$ cat config.mk
export PLATFORM = sky130hd
export DESIGN_NAME = sensor_stream_packet_deframer_unit
export DESIGN_NICKNAME = d
export VERILOG_FILES = /design/src/rtl/ssd_pkg.sv /design/src/rtl/ssd_front.sv /design/src/rtl/ssd_fifo.sv /design/src/rtl/ssd_back.sv /design/src/rtl/sensor_stream_packet_deframer_unit.sv
export SDC_FILE = /design/constraint.sdc
export NUM_CORES = 1
export LEC_CHECK = 0
export BUFFER_PORTS_ARGS = -buffer_cell sky130_fd_sc_hd__buf_2
export CORE_AREA = 2 2 207 209
export CTS_CLUSTER_SIZE = 16
export DETAILED_ROUTE_END_ITERATION = 8
export DIE_AREA = 0 0 209 211
export PLACE_DENSITY = 0.7
export SYNTH_ARGS = -nofsm -noshare
export SYNTH_HDL_FRONTEND = slang
export SYNTH_SLANG_ARGS = --single-unit
$ cat constraint.sdc
create_clock -name clk -period 20.2 [get_ports clk]
set_input_delay 4.04 -clock clk [delete_from_list [all_inputs] [get_ports clk]]
set_output_delay 4.04 -clock clk [all_outputs]
set_load 0.01 [all_outputs]
$ cat src/rtl/ssd_pkg.sv
package ssd_pkg;

  localparam int WinLen    = 18;
  localparam int HeldWidth = 5;
  localparam int FifoDepth = 4;

  localparam logic [7:0] HdrByte   = 8'd19;
  localparam logic [7:0] LenByte   = 8'd15;
  localparam logic [7:0] IdCliffL  = 8'd28;
  localparam logic [7:0] IdCliffFl = 8'd29;
  localparam logic [7:0] IdCliffFr = 8'd30;
  localparam logic [7:0] IdCliffR  = 8'd31;
  localparam logic [7:0] IdDist    = 8'd19;

  typedef enum logic {
    STAT_VALID     = 1'b0,
    STAT_MISALIGN  = 1'b1
  } status_t;

  typedef struct packed {
    status_t            status;
    logic [15:0]        cliff_left;
    logic [15:0]        cliff_front_left;
    logic [15:0]        cliff_front_right;
    logic [15:0]        cliff_right;
    logic signed [15:0] wheel_distance;
  } frame_res_t;

  localparam int ResWidth = $bits(frame_res_t);

endpackage

$ cat src/rtl/ssd_front.sv
module ssd_front (
  input  logic              clk,
  input  logic              rst_n,
  input  logic              in_accept,
  input  logic [7:0]        in_rx_byte,
  output logic              res_push,
  output ssd_pkg::frame_res_t res_word
);
  import ssd_pkg::*;

  logic [7:0]           hist_r [WinLen-1];
  logic [HeldWidth-1:0] held_r, held_nxt;
  logic [HeldWidth-1:0] held_eff;
  logic [7:0]           win [WinLen];
  logic [7:0]           s1 [9];
  logic [7:0]           s2 [5];
  logic [7:0]           s3 [2];
  logic [7:0]           sum;
  logic                 hdr_ok;
  logic                 frame_ok;
  logic                 win_full;

  always_comb begin
    for (int i = 0; i < WinLen - 1; i++) begin
      win[i] = hist_r[i];
    end
    win[WinLen-1] = in_rx_byte;
  end

  // byte sum mod 256 as a tree
  always_comb begin
    for (int i = 0; i < 9; i++) begin
      s1[i] = win[2*i] + win[2*i+1];
    end
    for (int i = 0; i < 4; i++) begin
      s2[i] = s1[2*i] + s1[2*i+1];
    end
    s2[4] = s1[8];
    s3[0] = s2[0] + s2[1];
    s3[1] = s2[2] + s2[3];
    sum   = s3[0] + s3[1] + s2[4];
  end

  assign hdr_ok = (win[0] == HdrByte) && (win[1] == LenByte) &&
                  (win[2] == IdCliffL) && (win[5] == IdCliffFl) &&
                  (win[8] == IdCliffFr) && (win[11] == IdCliffR) &&
                  (win[14] == IdDist);
  assign frame_ok = hdr_ok && (sum == 8'd0);

  assign held_eff = (held_r >= HeldWidth'(WinLen)) ? '0 : held_r;
  assign win_full = (held_eff == HeldWidth'(WinLen - 1));

  always_comb begin
    held_nxt = held_r;
    if (in_accept) begin
      if (!win_full) begin
        held_nxt = held_eff + 1'b1;
      end else if (frame_ok) begin
        held_nxt = '0;
      end else begin
        held_nxt = HeldWidth'(WinLen - 1);
      end
    end
  end

  assign res_push = in_accept && win_full;

  always_comb begin
    res_word.status            = frame_ok ? STAT_VALID : STAT_MISALIGN;
    res_word.cliff_left        = {win[3], win[4]};
    res_word.cliff_front_left  = {win[6], win[7]};
    res_word.cliff_front_right = {win[9], win[10]};
    res_word.cliff_right       = {win[12], win[13]};
    res_word.wheel_distance    = {win[15], win[16]};
  end

  always_ff @(posedge clk) begin
    if (!rst_n) begin
      held_r <= '0;
    end else begin
      held_r <= held_nxt;
    end
  end

  // history of the last bytes; oldest at index 0
  always_ff @(posedge clk) begin
    if (in_accept) begin
      for (int i = 0; i < WinLen - 2; i++) begin
        hist_r[i] <= hist_r[i+1];
      end
      hist_r[WinLen-2] <= in_rx_byte;
    end
  end

endmodule

$ cat src/rtl/ssd_fifo.sv
module ssd_fifo #(
  parameter int DEPTH = ssd_pkg::FifoDepth
) (
  input  logic               clk,
  input  logic               rst_n,
  input  logic               wr_en,
  input  ssd_pkg::frame_res_t wr_word,
  output logic               q_full,
  input  logic               rd_en,
  output ssd_pkg::frame_res_t rd_word,
  output logic               q_empty
);
  import ssd_pkg::*;

  localparam int AW = (DEPTH > 1) ? $clog2(DEPTH) : 1;
  localparam int CW = $clog2(DEPTH + 1);

  frame_res_t      mem_r [DEPTH];
  logic [AW-1:0]   wp_r, wp_nxt;
  logic [AW-1:0]   rp_r, rp_nxt;
  logic [CW-1:0]   cnt_r, cnt_nxt;

  assign q_full  = (cnt_r == CW'(DEPTH));
  assign q_empty = (cnt_r == '0);
  assign rd_word = mem_r[rp_r];

  always_comb begin
    wp_nxt  = wp_r;
    rp_nxt  = rp_r;
    cnt_nxt = cnt_r;
    if (wr_en) begin
      wp_nxt = (wp_r == AW'(DEPTH - 1)) ? '0 : wp_r + 1'b1;
    end
    if (rd_en) begin
      rp_nxt = (rp_r == AW'(DEPTH - 1)) ? '0 : rp_r + 1'b1;
    end
    if (wr_en && !rd_en) begin
      cnt_nxt = cnt_r + 1'b1;
    end else if (rd_en && !wr_en) begin
      cnt_nxt = cnt_r - 1'b1;
    end
  end

  always_ff @(posedge clk) begin
    if (!rst_n) begin
      wp_r  <= '0;
      rp_r  <= '0;
      cnt_r <= '0;
    end else begin
      wp_r  <= wp_nxt;
      rp_r  <= rp_nxt;
      cnt_r <= cnt_nxt;
    end
  end

  always_ff @(posedge clk) begin
    if (wr_en) begin
      mem_r[wp_r] <= wr_word;
    end
  end

endmodule

$ cat src/rtl/ssd_back.sv
module ssd_back (
  input  logic               clk,
  input  logic               rst_n,
  input  logic               q_empty,
  input  ssd_pkg::frame_res_t q_word,
  output logic               q_pop,
  input  logic               pop,
  output logic               empty,
  output ssd_pkg::frame_res_t out_word
);
  import ssd_pkg::*;

  logic       vld_r, vld_nxt;
  frame_res_t word_r;
  frame_res_t word_nxt;

  assign q_pop = !q_empty && (!vld_r || pop);
  assign empty = !vld_r;
  assign out_word = word_r;

  always_comb begin
    vld_nxt = vld_r;
    if (q_pop) begin
      vld_nxt = 1'b1;
    end else if (pop) begin
      vld_nxt = 1'b0;
    end
  end

  // misaligned frames report zero readings
  always_comb begin
    word_nxt = q_word;
    if (q_word.status == STAT_MISALIGN) begin
      word_nxt.cliff_left        = '0;
      word_nxt.cliff_front_left  = '0;
      word_nxt.cliff_front_right = '0;
      word_nxt.cliff_right       = '0;
      word_nxt.wheel_distance    = '0;
    end
  end

  always_ff @(posedge clk) begin
    if (!rst_n) begin
      vld_r <= 1'b0;
    end else begin
      vld_r <= vld_nxt;
    end
  end

  always_ff @(posedge clk) begin
    if (q_pop) begin
      word_r <= word_nxt;
    end
  end

endmodule

$ cat src/rtl/sensor_stream_packet_deframer_unit.sv
// Sensor stream deframer: takes one received byte per word on the push/full
// side, one per clock cycle while full is low, and slides it into an 18-byte frame window.
// Whenever the window fills, header, length, sensor identifier bytes and the
// byte sum are checked in the same cycle; a good frame yields one result word
// with four cliff readings and the signed wheel distance and empties the
// window, a bad frame yields a misaligned word with zero readings and drops
// only the oldest byte. Results wait in a FIFO_DEPTH-entry queue plus one
// output register; full rises only when that queue is full and the result
// side has not taken words, so with a draining consumer every byte is taken
// in the cycle it is offered, and a result passes through the queue into the
// output register after its last byte. No clearing pass after reset.
module sensor_stream_packet_deframer_unit #(
  parameter int FIFO_DEPTH = ssd_pkg::FifoDepth
) (
  input  logic               clk,
  input  logic               rst_n,
  input  logic               push,
  output logic               full,
  input  logic [7:0]         in_rx_byte,
  input  logic               pop,
  output logic               empty,
  output logic               out_status,
  output logic [15:0]        out_cliff_left,
  output logic [15:0]        out_cliff_front_left,
  output logic [15:0]        out_cliff_front_right,
  output logic [15:0]        out_cliff_right,
  output logic signed [15:0] out_wheel_distance
);
  import ssd_pkg::*;

  logic       in_accept;
  logic       res_push;
  frame_res_t res_word;
  logic       q_full;
  logic       q_empty;
  logic       q_pop;
  frame_res_t q_word;
  frame_res_t out_word;

  assign full      = q_full;
  assign in_accept = push && !q_full;

  ssd_front u_front (
    .clk        (clk),
    .rst_n      (rst_n),
    .in_accept  (in_accept),
    .in_rx_byte (in_rx_byte),
    .res_push   (res_push),
    .res_word   (res_word)
  );

  ssd_fifo #(
    .DEPTH (FIFO_DEPTH)
  ) u_fifo (
    .clk     (clk),
    .rst_n   (rst_n),
    .wr_en   (res_push),
    .wr_word (res_word),
    .q_full  (q_full),
    .rd_en   (q_pop),
    .rd_word (q_word),
    .q_empty (q_empty)
  );

  ssd_back u_back (
    .clk      (clk),
    .rst_n    (rst_n),
    .q_empty  (q_empty),
    .q_word   (q_word),
    .q_pop    (q_pop),
    .pop      (pop),
    .empty    (empty),
    .out_word (out_word)
  );

  assign out_status            = out_word.status;
  assign out_cliff_left        = out_word.cliff_left;
  assign out_cliff_front_left  = out_word.cliff_front_left;
  assign out_cliff_front_right = out_word.cliff_front_right;
  assign out_cliff_right       = out_word.cliff_right;
  assign out_wheel_distance    = out_word.wheel_distance;

endmodule

# Word-level counts from Yosys, hierarchy flattened
# Memories as Yosys holds them, arrays and structs flattened. A register that Yosys moved wholly into a read port is not among the register bits.
# Index checks and enable logic that the tools add are counted.
# word_totals
elab_cells,85
ram_bits,460
output_inout_bits,83
mem_count,2
in_bits,12
ff_bits,94
# memory_table
name,depth,word_bits,read_ports,rd_clocked_by_memory_dff,write_ports,line_no,text
u_fifo.mem_r,4,81,1,1,1,ssd_fifo.sv:18,frame_res_t mem_r [DEPTH];
u_front.hist_r,17,8,17,0,17,ssd_front.sv:11,logic [7:0] hist_r [WinLen-1];
# op_classes
eq_ne,11
magnitude_cmp,1
muxes,16
addsub,22
reduce_logical,22
# ops
op,count
$add 8x8->8,17
$eq 8x5->1 const B,6
$mux 5,3
$logic_and 1x1->1,12
$eq 8x4->1 const B,1
$logic_not 8->1,1
$mux 2,4
$mux 1,7
$mux 3,2
$add 5x1->5 const B,1
$eq 5x5->1 const B,1
$ge 5x5->1 const B,1
$logic_not 1->1,5
$add 2x1->2 const B,2
$eq 2x2->1 const B,2
$reduce_bool 2->1,2
$add 3x1->3 const B,1
$eq 3x3->1 const B,1
$logic_not 3->1,1
$sub 3x1->3 const B,1
$logic_or 1x1->1,1

# Depth between registers and ports, before layout
# Gate-level depths: netlist (run 1).
# depth
depth_word,10
mapped_depth,19

# Modules after synthesis
# Synthesis (run 1) repeated with hierarchy kept, for this count alone.
# hier_totals
hier_cells,1186
hier_area_um2,23430.0
# by_module_without_submodules
mod,cells_each,instances,area_per_inst_um2
ssd_fifo,467,1,12226.7
ssd_front,544,1,8172.8
ssd_back,174,1,3016.6
sensor_stream_packet_deframer_unit,1,1,13.8

# Least setup slack after synthesis (run 1)
# No wires, ideal clock.
# synth_timing
kind,input -> register
from,in pop
to,reg u_fifo.cnt_r[2]
stages,9
arrival_time_ns,9.677
n_path_buf,0
slack_ns,10.448
cell_sequence,inv_1 a21oi_1 inv_1 ha_1 inv_1 fa_1 xor2_1 or3_1 a21boi_0
# synth_between
elab_chain_len,5
elab_cells_between_ends,7
classes_between,1 x mux; 6 x reduce/logical
# synth_rtl
item,line_no,text
from (decl),sensor_stream_packet_deframer_unit.sv:20,"input logic pop,"
$logic_or 1x1->1 (*),ssd_back.sv:17,assign q_pop = !q_empty && (!vld_r || pop);
$logic_and 1x1->1 (*),ssd_back.sv:17,
via q_pop,sensor_stream_packet_deframer_unit.sv:36,logic q_pop;
$logic_not 1->1,ssd_fifo.sv:37,if (wr_en && !rd_en) begin
$logic_and 1x1->1,ssd_fifo.sv:37,
$mux 3 / $reduce_bool 2->1 (equally long branches),--,
to (signal assigned),ssd_fifo.sv:52,cnt_r <= cnt_nxt;
to (decl),ssd_fifo.sv:21,"logic [CW-1:0] cnt_r, cnt_nxt;"
# The timed path passes the listed nets; every way through them passes the cells marked *.
# A chain may end at the register's enable or synchronous reset.

# Worst setup path after layout (run 1)
# layout_timing
from,in in_rx_byte[2]
to,reg u_front.held_r[4]
# layout_between
elab_chain_len,6
# layout_rtl
item,line_no,text
from (decl),sensor_stream_packet_deframer_unit.sv:19,"input logic [7:0] in_rx_byte,"
$add 8x8->8,ssd_front.sv:33,s1[i] = win[2*i] + win[2*i+1];
$add 8x8->8,ssd_front.sv:41,sum = s3[0] + s3[1] + s2[4];
$logic_not 8->1,ssd_front.sv:48,assign frame_ok = hdr_ok && (sum == 8'd0);
$logic_and 1x1->1,ssd_front.sv:48,
$mux 5,ssd_front.sv:58,end else if (frame_ok) begin
$mux 5,ssd_front.sv:56,if (!win_full) begin
to (signal assigned),ssd_front.sv:81,held_r <= held_nxt;
to (decl),ssd_front.sv:12,"logic [HeldWidth-1:0] held_r, held_nxt;"
# No other way between the ends.

==> results, run 1 <==
- The synthesized design contains 556 register bits.
- The final standard cell count with taps included and fillers excluded is 1832.
- For the finished layout, the period the worst path requires is 8.619 ns.
- The relative slew slack is 0.3190.
- The wire-length estimate of the detail-placed layout is 26750 microns.
- The final layout contains routed wiring with a total length of 42780 microns.
- The root cell of the clock tree is clkbuf_16.
- Among all flip-flop cells after synthesis, the most frequent one is edfxtp_1.
- The final route contains 10273 vias.
- The hold slack is 0.5279 ns.
- Along the worst path, the maximum fanout reaches 3.
- The setup path with the least slack is of type in2reg.
- The share of the synthesized area in the top cell type is 0.7137.
- After synthesis, the most frequently instantiated cells are edfxtp_1, inv_1, fa_1.
- The effective utilization at floorplan is 0.5451.
- Static timing analysis puts the maximum clock frequency at 116.0 MHz.
- Dividing the final minimum period by the clock period gives 0.4267.
- A synthesized cell averages 20.40 sq um.
- The count of flip-flops with a built-in enable after synthesis is 541.
- The die area is 44100 sq um.
- The synthesized net count is 1249.
- The buffer depth of the longest clock path is 3.
- Setup repair after global routing left no endpoint under its margin.
- The global router's overall resource usage is 0.2015.
- The DRC violation count after routing is 0.
- The worst clock skew is 0.01799 ns.
- The die height is 211 microns.
- The async set or reset register ratio after synthesis is 0.
- The first-pass iteration count of the detailed router is 7.
- The cell type contributing the most total cell area after synthesis is edfxtp_1.
- The placer congestion estimate is 0.9079.
- The endpoint arrival time on the critical path is 9.10 ns.
- The first-pass GRT wire length is 65120 microns.
- For the pin with the worst max-slew slack, the measured transition is 1.022 ns.
- The type of element capturing the critical path is a flop.
- The kind of start point of the critical path is an input port.
- By area the synthesized netlist is led by edfxtp_1, fa_1, mux4_2.
- The cell count after placement is 1731.
- The final-report max-slew violation count is 0.
- The number of antenna violations at the first check in global routing is 0.
- In this run the cell area of the synthesized design comes to 22760 sq um.
- The netlist uses 46 different library cells.
- In the final routed layout, each cell accounts on average for 23.35 microns.
- After clock tree synthesis, the repair step resized 0 gates.
- Data on the critical path is required at its endpoint by 20.68 ns.
- The repair_antennas step left the layout with diodes totalling 0.
- The via count of the first global-routing pass came to 10686.
- The max-capacitance violation count is 0.
- In this run, the number of DRC markers left after iteration 0 of detailed routing was 931.
- The via-per-instance ratio is 5.608.
- The layout overhead on the synthesized area is 13.16%.
- The core outline area is 41760 sq um.
- Yosys printed 0 warnings.
- In this run the number of H-tree levels came out at 2.
- Buffers inserted during clock tree synthesis total 54.
- The clock-pin slew reported for the worst setup and hold paths after clock tree synthesis is 0.06 ns.
- The post-route setup TNS is 0 ns.
- The sequential area share after synthesis is 0.7269.
- The post-CTS repair timing setup buffer count is 0.
- The worst hold path belongs to the class reg2reg.
- The run finished with clean final reports.
- The horizontal die dimension is 209 microns.
- Input and output buffers added on the ports amount to 94.
- In this run the remaining antenna-violating nets after routing total 0.
- Setup violations remaining at the end of the flow were counted as 0.
- For this run the aggregate overflow at the end of global routing stands at 0.
- The count of final hold-check violations came to 0.
- The number of hold buffers added after CTS is 0.
- Entering global routing, the biggest net connects 82 pins.
- The clock reaches the later pin of the worst-skew pair after 0.59 ns.
- TritonCTS built the clock tree.
- The share of cells above drive strength 1 is 0.2135.
- The number of rows in the core area is 75.
- The clock drives 556 sinks.
- The final layout contains 1381 nets.
- The number of I/O pins is 95.
- The cell count after synthesis came out at 1116.
- Among all cell types in the netlist, the one instantiated most often is edfxtp_1.
[cell families (layout without fill, tap and decap cells)]
logic type	after synthesis	after routing	share of synthesized area
AOI/OAI and AO/OA	28	28	0.007752
xor gates and xnor gates	37	37	0.01616
adders and majority gates	121	121	0.09949
buffers and inverters	129	306	0.02171
DFF	556	556	0.7269
muxes	85	85	0.08190
and+or+nand+nor	160	160	0.04607
[metal layers]
layer  track usage  vias up  wire length (microns)
met3       0.03241       69                   2163
met5             0        -                      0
met1        0.2956     5413                  18630
met4       0.06995        0                   1081
met2        0.3138      286                  20910
li1              -     4505                      -
[cells in the final DEF, fill, tap and decap left out, types with 13 or more instances in the layout]
master / n
edfxtp_1: 541
inv_1: 100
clkbuf_16: 57
nor2b_1: 87
clkinv_1: 13
buf_2: 94
dfxtp_1: 13
fa_1: 100
mux4_2: 80
xnor2_1: 28
ha_1: 21
[worst paths after layout]
kind	startpoint	endpoint	slack [ns]	cells past startpoint
min reg2reg	u_front.hist_r[0][14]	u_front.hist_r[0][6]	0.53	0
min	u_front.hist_r[0][14]	u_front.hist_r[0][6]	0.53	0
max reg2reg	u_front.hist_r[5][2]	u_front.held_r[4]	14.45	17
max	in_rx_byte[2]	u_front.held_r[4]	11.58	18
[state kept, by name (all words and copies together) (netlist names), named ones only]
register,flops
u_fifo.mem_r,324
u_front.hist_r,136
u_back.out_word,81
u_front.held_r,5
u_fifo.cnt_r,3
u_fifo.rp_r,2
u_fifo.wp_r,2
u_back.vld_r,1
[cell type report]
| cell class | count | area (sq um) |
|---|---|---|
| inverter | 101 | 384.1 |
| tap | 539 | 674.4 |
| clock buffer | 66 | 1460 |
| fill | 2882 | 16000 |
| clock inverter | 35 | 394.1 |
| timing repair buffer | 104 | 545.5 |
| sequential | 556 | 16550 |
| multi-input combinational | 431 | 5746 |
[worst max-delay path, stage by stage]
cell and delay [ns]:
buf_2 0.12, fa_1 0.52, inv_1 0.05, fa_1 0.47, fa_1 0.51, fa_1 0.42, fa_1 0.49, inv_1 0.04
ha_1 0.26, ha_1 0.19, inv_1 0.08, fa_1 0.55, and4_1 0.18, nand4_1 0.09, nor4_1 0.41, o2111ai_1 0.21
nor3_1 0.21, and4b_1 0.23
[through the flow]
step | setup slack [ns] | area [sq um] | util
after floorplan | 10.45 | 22760 | -
after global placement | 11.09 | 23900 | 0.5724
after detailed placement | 10.96 | 23900 | 0.5724
after CTS | 11.57 | 25760 | 0.6168
after global routing | 11.36 | 25760 | 0.6168
final | 11.58 | 25760 | 0.6168
Power of run 1 is left out: the tool's default activity adds up to more than one toggle a clock period on the data nets, which glitch-free logic cannot reach.
==> inputs of run 2 (changes only) <==
==> constraint.sdc (replaced) <==
create_clock -name clk -period 8.2 [get_ports clk]
set_input_delay 1.64 -clock clk [delete_from_list [all_inputs] [get_ports clk]]
set_output_delay 1.64 -clock clk [all_outputs]
set_load 0.01 [all_outputs]
==> results, run 2 (same netlist as run 1, synthesis figures left out) <==
- The number of I/O pins came to 95 (unchanged).
- The endpoint arrival time on the critical path is 6.71 ns (-2.39 ns).
- The initial detailed-routing violation count is 838 (-10%).
- The worst hold path begins at u_front.held_r[3].
- The DRC violation count after routing was 0 (unchanged).
- The placer congestion estimate is 0.9077 (about the same).
- The detailed placer's ending HPWL came to 26910 microns (+0.59%).
- The global router's overall resource usage was 0.2021 (+0.0006208).
- The number of buffers added by the clock tree synthesis step came to 53 (-1.9%).
- After global routing, the most crowded layer is met2.
- The shortest clock period the worst path allows after layout is 6.240 ns.
- The wire length per cell is 23.46 microns (+0.47%).
- The met2 routing resource usage after global routing is 0.3161 (+0.002299).
- The data required time of the critical path was 8.67 ns (-12.01 ns).
- The final setup violation count came to 0 (unchanged).
- The cell sitting at the root of the clock tree is a clkbuf_16.
- The quantity of gates resized following cts is 0 (unchanged).
- In this run the critical register-to-register path is launched from u_front.hist_r[5][2].
- The most numerous cell type found on the critical path is fa_1.
- The TritonCTS clock tree is built.
- The clock-pin slew reported for the worst setup and hold paths after clock tree synthesis came to 0.07 ns (about the same).
- The leftover overflow at the end of global routing is 0 (unchanged).
- For this run, the top clock speed supported by timing is 160.3 MHz.
- The terminating pin of the worst hold path is u_front.held_r[3].
- The routed via count is 10209 (-0.62%).
- The period utilization is 0.7609.
- The die height is 211 microns (unchanged).
- The slowest stage of the critical path is the fa_1 cell.
- The via count of the first global-routing pass is 10682 (-0.037%).
- The fill cell instance count of the final layout came to 2918 (+1.2%).
- The flow ran to the end, and the final reports show no timing, DRC or antenna violations.
- The relative slew slack came to 0.3098 (-0.009122).
- The buffer depth of the longest clock path is 3 (unchanged).
- Setup repair after global routing left no endpoint under its margin.
- The total clock sinks is 556 (unchanged).
- The count of buffering cells on the critical path with inverters included is 4 (unchanged).
- STA classifies the critical path startpoint as an input port.
- The aggregate routed wire length is 42870 microns (+0.19%).
- The number of rows in the core area is 75 (unchanged).
- The tightest min-delay check is of the reg2reg type.
- The worst setup path is captured at a flop.
- In the layout the commonest cells are edfxtp_1, inv_1, fa_1, buf_2, nor2b_1.
- The diode insertion count for antenna repair is 0 (unchanged).
- The worst clock skew is 0.01902 ns (+0.001034 ns).
- The post-route setup TNS is 0 ns (unchanged).
- The effective utilization at floorplan is 0.5451 (unchanged).
- The number of antenna violations at the first check in global routing was 0 (unchanged).
- The worst register-to-register path ends at u_front.held_r[0].
- The critical path's largest stage delay is 0.56 ns (about the same).
- The register ranked first by flip-flop count is u_fifo.mem_r.
- The first-pass iteration count of the detailed router is 5 (-2).
- The met1 usage in global routing is 0.2950 (-0.0005875).
- The clock latency on the worst-skew pair is 0.59 ns (about the same).
- Traced cell by cell, the critical path runs through buf_2 -> fa_1 -> inv_1 -> fa_1 -> fa_1 -> fa_1 -> fa_1 -> inv_1 -> ha_1 -> ha_1 -> inv_1 -> fa_1 -> and4_1 -> nand4_1 -> nor4_1 -> o211ai_1 -> nor4bb_1 -> nor3_1.
- The level count of the clock H-tree is 2 (unchanged).
- The critical path is of the in2reg type.
- The slew at the pin with the worst max-slew slack came to 1.035 ns (+0.01368 ns).
- The register-to-register path setup slack is 2.45 ns (-12.00 ns).
- The highest fanout seen on the critical path is 3 (unchanged).
- The first-pass GRT wire length is 65250 microns (+0.19%).
- The horizontal die dimension is 209 microns (unchanged).
- The number of stages on the worst hold path is 2 (+2).
- The number of port buffers is 94 (unchanged).
- Compared with the post-synthesis result, the final layout area differs by 12.29%.
- The number of hold buffers added after CTS is 0 (unchanged).
- The largest delay contributor family on the critical path is adder cells.
- The remaining number of nets flagged by the antenna check after routing is 0 (unchanged).
- The maximum number of pins on one net before global-route repair was 82 (unchanged).
- The most common library cell in the layout ignoring fill and taps is edfxtp_1.
- The met3 track demand over resource in global routing is 0.04029 (+0.007880).
- The share of cells above drive strength 1 is 0.2104 (-0.003053).
- The number of nets at the end of the flow is 1380 (-0.072%).
- The via-per-instance ratio is 5.588 (-0.35%).
- The max-capacitance violation count is 0 (unchanged).
- The count of final hold-check violations was 0 (unchanged).
- The number of cell instances on the worst register-to-register path is 17 (unchanged).
- The die area is 44100 sq um (unchanged).
- The final worst setup slack is 1.960 ns (-9.620 ns).
- The final-report max-slew violation count came to 0 (unchanged).
- The worst-case setup slack after placement is 1.366 ns (-9.595 ns).
- The post-CTS repair timing setup buffer count came to 0 (unchanged).
- The flip-flop count of the largest register after layout was 324 (unchanged).
- The core outline area was 41760 sq um (unchanged).
run 2: changes by cell type in the layout (fill, tap and decap cells not counted):
cell,previous run,this run
bufinv_16,9,5
clkbuf_16,57,53
clkbuf_1,9,11
clkinv_1,13,11
clkinv_2,9,10
clkinv_4,0,1
inv_6,1,2
run 2: through the flow:
stage / util / hold WS (ns) / instance area [sq um] / cells
global route: 0.6121 / 0.5519 / 25560 / 1827
floorplan: - / 0.4633 / 22760 / 1116
detailed placement: 0.5724 / 0.5087 / 23900 / 1731
global placement: 0.5724 / 0.4933 / 23900 / 1731
CTS: 0.6121 / 0.5145 / 25560 / 1827
finish: 0.6121 / 0.5102 / 25560 / 1827
run 2: worst max-delay path by stage:
stage	startpoint	to	slack [ns]	depth (start not counted)
after global placement	in_rx_byte[2]	u_front.held_r[0]	1.49	18
after floorplan	pop	u_fifo.cnt_r[2]	0.85	9
after detailed placement	in_rx_byte[2]	u_front.held_r[0]	1.37	18
after CTS	in_rx_byte[2]	u_front.held_r[0]	1.97	18
after global routing	in_rx_byte[2]	u_front.held_r[4]	1.74	18
final	in_rx_byte[2]	u_front.held_r[0]	1.96	18
run 2: layout make-up:
type | instances | area, sq um | area share
timing repair buffer | 104 | 545.5 | 0.02134
clock buffer | 64 | 1368 | 0.05350
sequential | 556 | 16550 | 0.6476
multi-input combinational | 431 | 5746 | 0.2248
clock inverter | 32 | 289.0 | 0.01131
tap | 539 | 674.4 | 0.02639
inverter | 101 | 384.1 | 0.01503
run 2: per-layer routing:
layer / vias up / part of all wire / wire (microns)
met1: 5369 / 0.44 / 18830
met3: 70 / 0.053 / 2267
met4: 0 / 0.025 / 1065
li1: 4495 / - / -
met5: - / 0 / 0
met2: 275 / 0.48 / 20700
run 2: worst reg2reg max path: stages, from the launching register on:
cell	delay (ns)
edfxtp_1	0.50
fa_1	0.57
inv_1	0.06
fa_1	0.57
fa_1	0.48
fa_1	0.51
fa_1	0.50
inv_1	0.04
ha_1	0.26
ha_1	0.20
inv_1	0.08
fa_1	0.56
and4_1	0.18
nand4_1	0.10
nor4_1	0.41
o211ai_1	0.19
nor4bb_1	0.34
nor3_1	0.10
Power of run 2 is left out for the same reason.
